### config.mk
export PLATFORM = sky130hd
export DESIGN_NAME = rrli_pick
export DESIGN_NICKNAME = d
export VERILOG_FILES = /design/src/rtl/rrli_pkg.sv /design/src/rtl/rrli_pick.sv
export SDC_FILE = /design/constraint.sdc
export NUM_CORES = 1
export LEC_CHECK = 0
export ABC_AREA = 1
export BUFFER_PORTS_ARGS = -buffer_cell sky130_fd_sc_hd__buf_4
export CORE_AREA = 2 2 39 41
export DETAILED_ROUTE_END_ITERATION = 16
export DIE_AREA = 0 0 41 43
export PLACE_DENSITY_LB_ADDON = 0.1
export SETUP_SLACK_MARGIN = 0.4
export SLEW_MARGIN = 10
export SYNTH_ARGS = -nofsm -noshare
export SYNTH_HDL_FRONTEND = slang
export SYNTH_SLANG_ARGS = --single-unit
export TNS_END_PERCENT = 50
### constraint.sdc
create_clock -name vclk -period 1.3
set_input_delay 0.26 -clock vclk [all_inputs]
set_output_delay 0.26 -clock vclk [all_outputs]
set_load 0.05 [all_outputs]
### src/rtl/rrli_pkg.sv
// shared types and constants of the round-robin list interleaver
`default_nettype none

package rrli_pkg;

    localparam int NUM_LISTS_DEF   = 8;
    localparam int LIST_DEPTH_DEF  = 256;
    localparam int VALUE_WIDTH_DEF = 32;

    localparam int IDX_W    = 3;
    localparam int DATA_W   = 32;
    localparam int STATUS_W = 2;

    localparam logic FUNC_APPEND = 1'b0;
    localparam logic FUNC_TAKE   = 1'b1;

    localparam logic [STATUS_W-1:0] STAT_TAKEN    = 2'd0;
    localparam logic [STATUS_W-1:0] STAT_EMPTY    = 2'd1;
    localparam logic [STATUS_W-1:0] STAT_APPENDED = 2'd2;
    localparam logic [STATUS_W-1:0] STAT_DROPPED  = 2'd3;

    typedef struct packed {
        logic                     func;
        logic [IDX_W-1:0]         list_index;
        logic signed [DATA_W-1:0] value;
    } t_in_item;

    typedef struct packed {
        logic signed [DATA_W-1:0] out_value;
        logic [IDX_W-1:0]         served_list;
        logic [STATUS_W-1:0]      status;
    } t_out_item;

    typedef enum logic [3:0] {
        S_IDLE = 4'b0001,
        S_CTRL = 4'b0010,
        S_DATA = 4'b0100,
        S_SEND = 4'b1000
    } t_state;

endpackage

`default_nettype wire

### src/rtl/rrli_pick.sv
// rotate-priority pick of the first non-empty list at or after the start pointer
`default_nettype none

module rrli_pick #(
    parameter int NUM_LISTS = rrli_pkg::NUM_LISTS_DEF
) (
    input  wire logic [NUM_LISTS-1:0]         i_nonempty,
    input  wire logic [$clog2(NUM_LISTS)-1:0] i_start,
    output logic                              o_found,
    output logic      [$clog2(NUM_LISTS)-1:0] o_list
);

    localparam int LW = $clog2(NUM_LISTS);

    logic [NUM_LISTS-1:0] w_hi;
    logic [LW-1:0]        w_hi_idx;
    logic [LW-1:0]        w_lo_idx;

    always_comb begin
        for (int i = 0; i < NUM_LISTS; i++) begin
            w_hi[i] = i_nonempty[i] && (LW'(i) >= i_start);
        end
    end

    always_comb begin
        w_hi_idx = '0;
        w_lo_idx = '0;
        for (int i = NUM_LISTS - 1; i >= 0; i--) begin
            if (w_hi[i]) begin
                w_hi_idx = LW'(i);
            end
            if (i_nonempty[i]) begin
                w_lo_idx = LW'(i);
            end
        end
    end

    assign o_found = |i_nonempty;
    assign o_list  = (|w_hi) ? w_hi_idx : w_lo_idx;

endmodule

`default_nettype wire

==> metrics.txt <==
outcome=finished with violations; failing checks=negative setup slack; Rows=14; Final #Nets=94; Residual DRC=0; CP max FO=2; syn_nets=67; Worst setup EP type=output port; Finish-stage setup viols=4; largest net degree at the start of global routing=6; Post-DP HPWL=770 um; final hold vios=0; max-slew violations=0; dpl ws=-0.272 ns; PnR worst setup slack=-0.128 ns; DIE AREA=1760 sq um; FF+latch count=0; most common cell after layout, fill and taps aside=buf_4; remaining global-route overflow=0; RSZ-0062 raised after global routing=yes; Buf/Inv on CP=3; I/O Buffers=15; Syn Area/Cell=4.67 sq um; startpoint types=input port; Pleak=0.319 nW; slowest stage cell on the critical path=a31oi_4; Worst IR Drop VDD=0.155 mV; final wirelength=976 um; core area=1380 sq um; # clk buffers=0; crit path DAT=1.17 ns; synth top area cells=nand2_1 27%, inv_1 14%, nor2_1 11%; drt wl/cell=10.1 um; CP delay by family, top=simple AND/OR/NAND/NOR gates; post-synth top area cell=nand2_1; io pins=15; Final Util=52.8%; Tmin final=1.43 ns; FMAX=700 MHz; worst slew pin tran=0.251 ns; most frequent cells in the layout=15 x buf_4, 13 x nand2_1, 6 x inv_1; initial antenna violation count=0; Die Ht=43 um; yosys warns=0; PD cells=414 nW/um^2; gp weighted congestion=0.759; number of global-route vias before repair=409; Filler Cell Count=141; Crit path required time=1.04 ns; TNS Setup=-0.345 ns; slowest stage delay, CP=0.17 ns; Fin Hold WS=0.948 ns; register area=0 sq um; slew margin rel.=83.1%; WS Path Type=input port to output port; final period utilization=110%; Mapped Area=262 sq um; first-pass GRT wire length=1480 um; critical-path cell list=buf_12 -> inv_12 -> nor2_4 -> a31oi_4 -> nand3_4 -> nor2_4 -> nand3_2 -> nand2_4 -> buf_8; Post-Syn Instances=56; total track usage=11.4%; post-synth top area share=27.3%; post-synth cell types=15; drt first pass iters=3; Area growth syn-to-layout=179%; Initial Util=18.9%; area taken by multi-input logic gates=402 sq um; max_cap viols=0; fraction of layout instances using a drive strength above 1=71.6%; initial DRC count=2; sequential area share after synthesis=0%; ant diodes=0; routed vias/inst=4.49; CP dominant cell by count=nor2_4; Final ANT Viol Nets=0; Min-Delay Path Class=input port to output port; vias=436; die extent in x=41 um
[cell usage after synthesis (all sizes together)]
library cell / count
a21oi: 2
nand3: 7
nor2: 9
inv: 11
a31oi: 2
nand2: 19
nor4: 1
nor3: 2
o21ai: 3
[per-stage QoR]
step                      power (mW)  area [sq um]  instances
after floorplan                0.123           314         56
after global placement         0.212           507         95
after detailed placement       0.212           507         95
after CTS                      0.272           647         96
after global routing           0.323           731         97
final                          0.303           731         97
[repair_timing]
action / 4_1_cts / 5_1_grt
endpoints found under the setup margin: 4 / 4
pin swaps: 9 / 11
hold endpoints to repair: 0 / 0
buffers inserted: 1 / 1
hold buffers: 0 / 0
gates resized for setup: 30 / 21
[worst min-delay path, cell delays in order]
cell	delay, ns
buf_4	0.11
a31oi_2	0.04
nand3_2	0.08
nand2_4	0.05
buf_8	0.14
[per-layer routing]
metal / GRT usage, % / wire length (um) / part of all wire, %
met1: 12.7 / 372 / 38
met2: 23.1 / 561 / 57
met3: 0 / 42 / 4.3
met4: 0 / 0 / 0
met5: 0 / 0 / 0
[cell families after synthesis]
logic type,Yosys count,share of synthesized area (%)
and+or+nand+nor,38,64.6
AOI/OAI and AO/OA,7,19.6
buffers and inverters,11,15.8
[final cells by class]
class / count / area share [%]
inverters: 11 / 7.71
repair buffers: 25 / 34.6
multi-input cells: 45 / 55.0
well taps: 16 / 2.74
[path summary, 6_finish.rpt]
path,end,start,cells after the start
worst max-delay path,o_list[1],i_nonempty[3],9
worst min-delay path,o_list[1],i_nonempty[1],5
[report_power, final]
part / switching [mW] / internal [mW]
clock network: 0 / 0
registers: 0 / 0
logic: 0.164 / 0.139
total: 0.164 / 0.139
No activity file was read; power rests on OpenSTA's default activity.
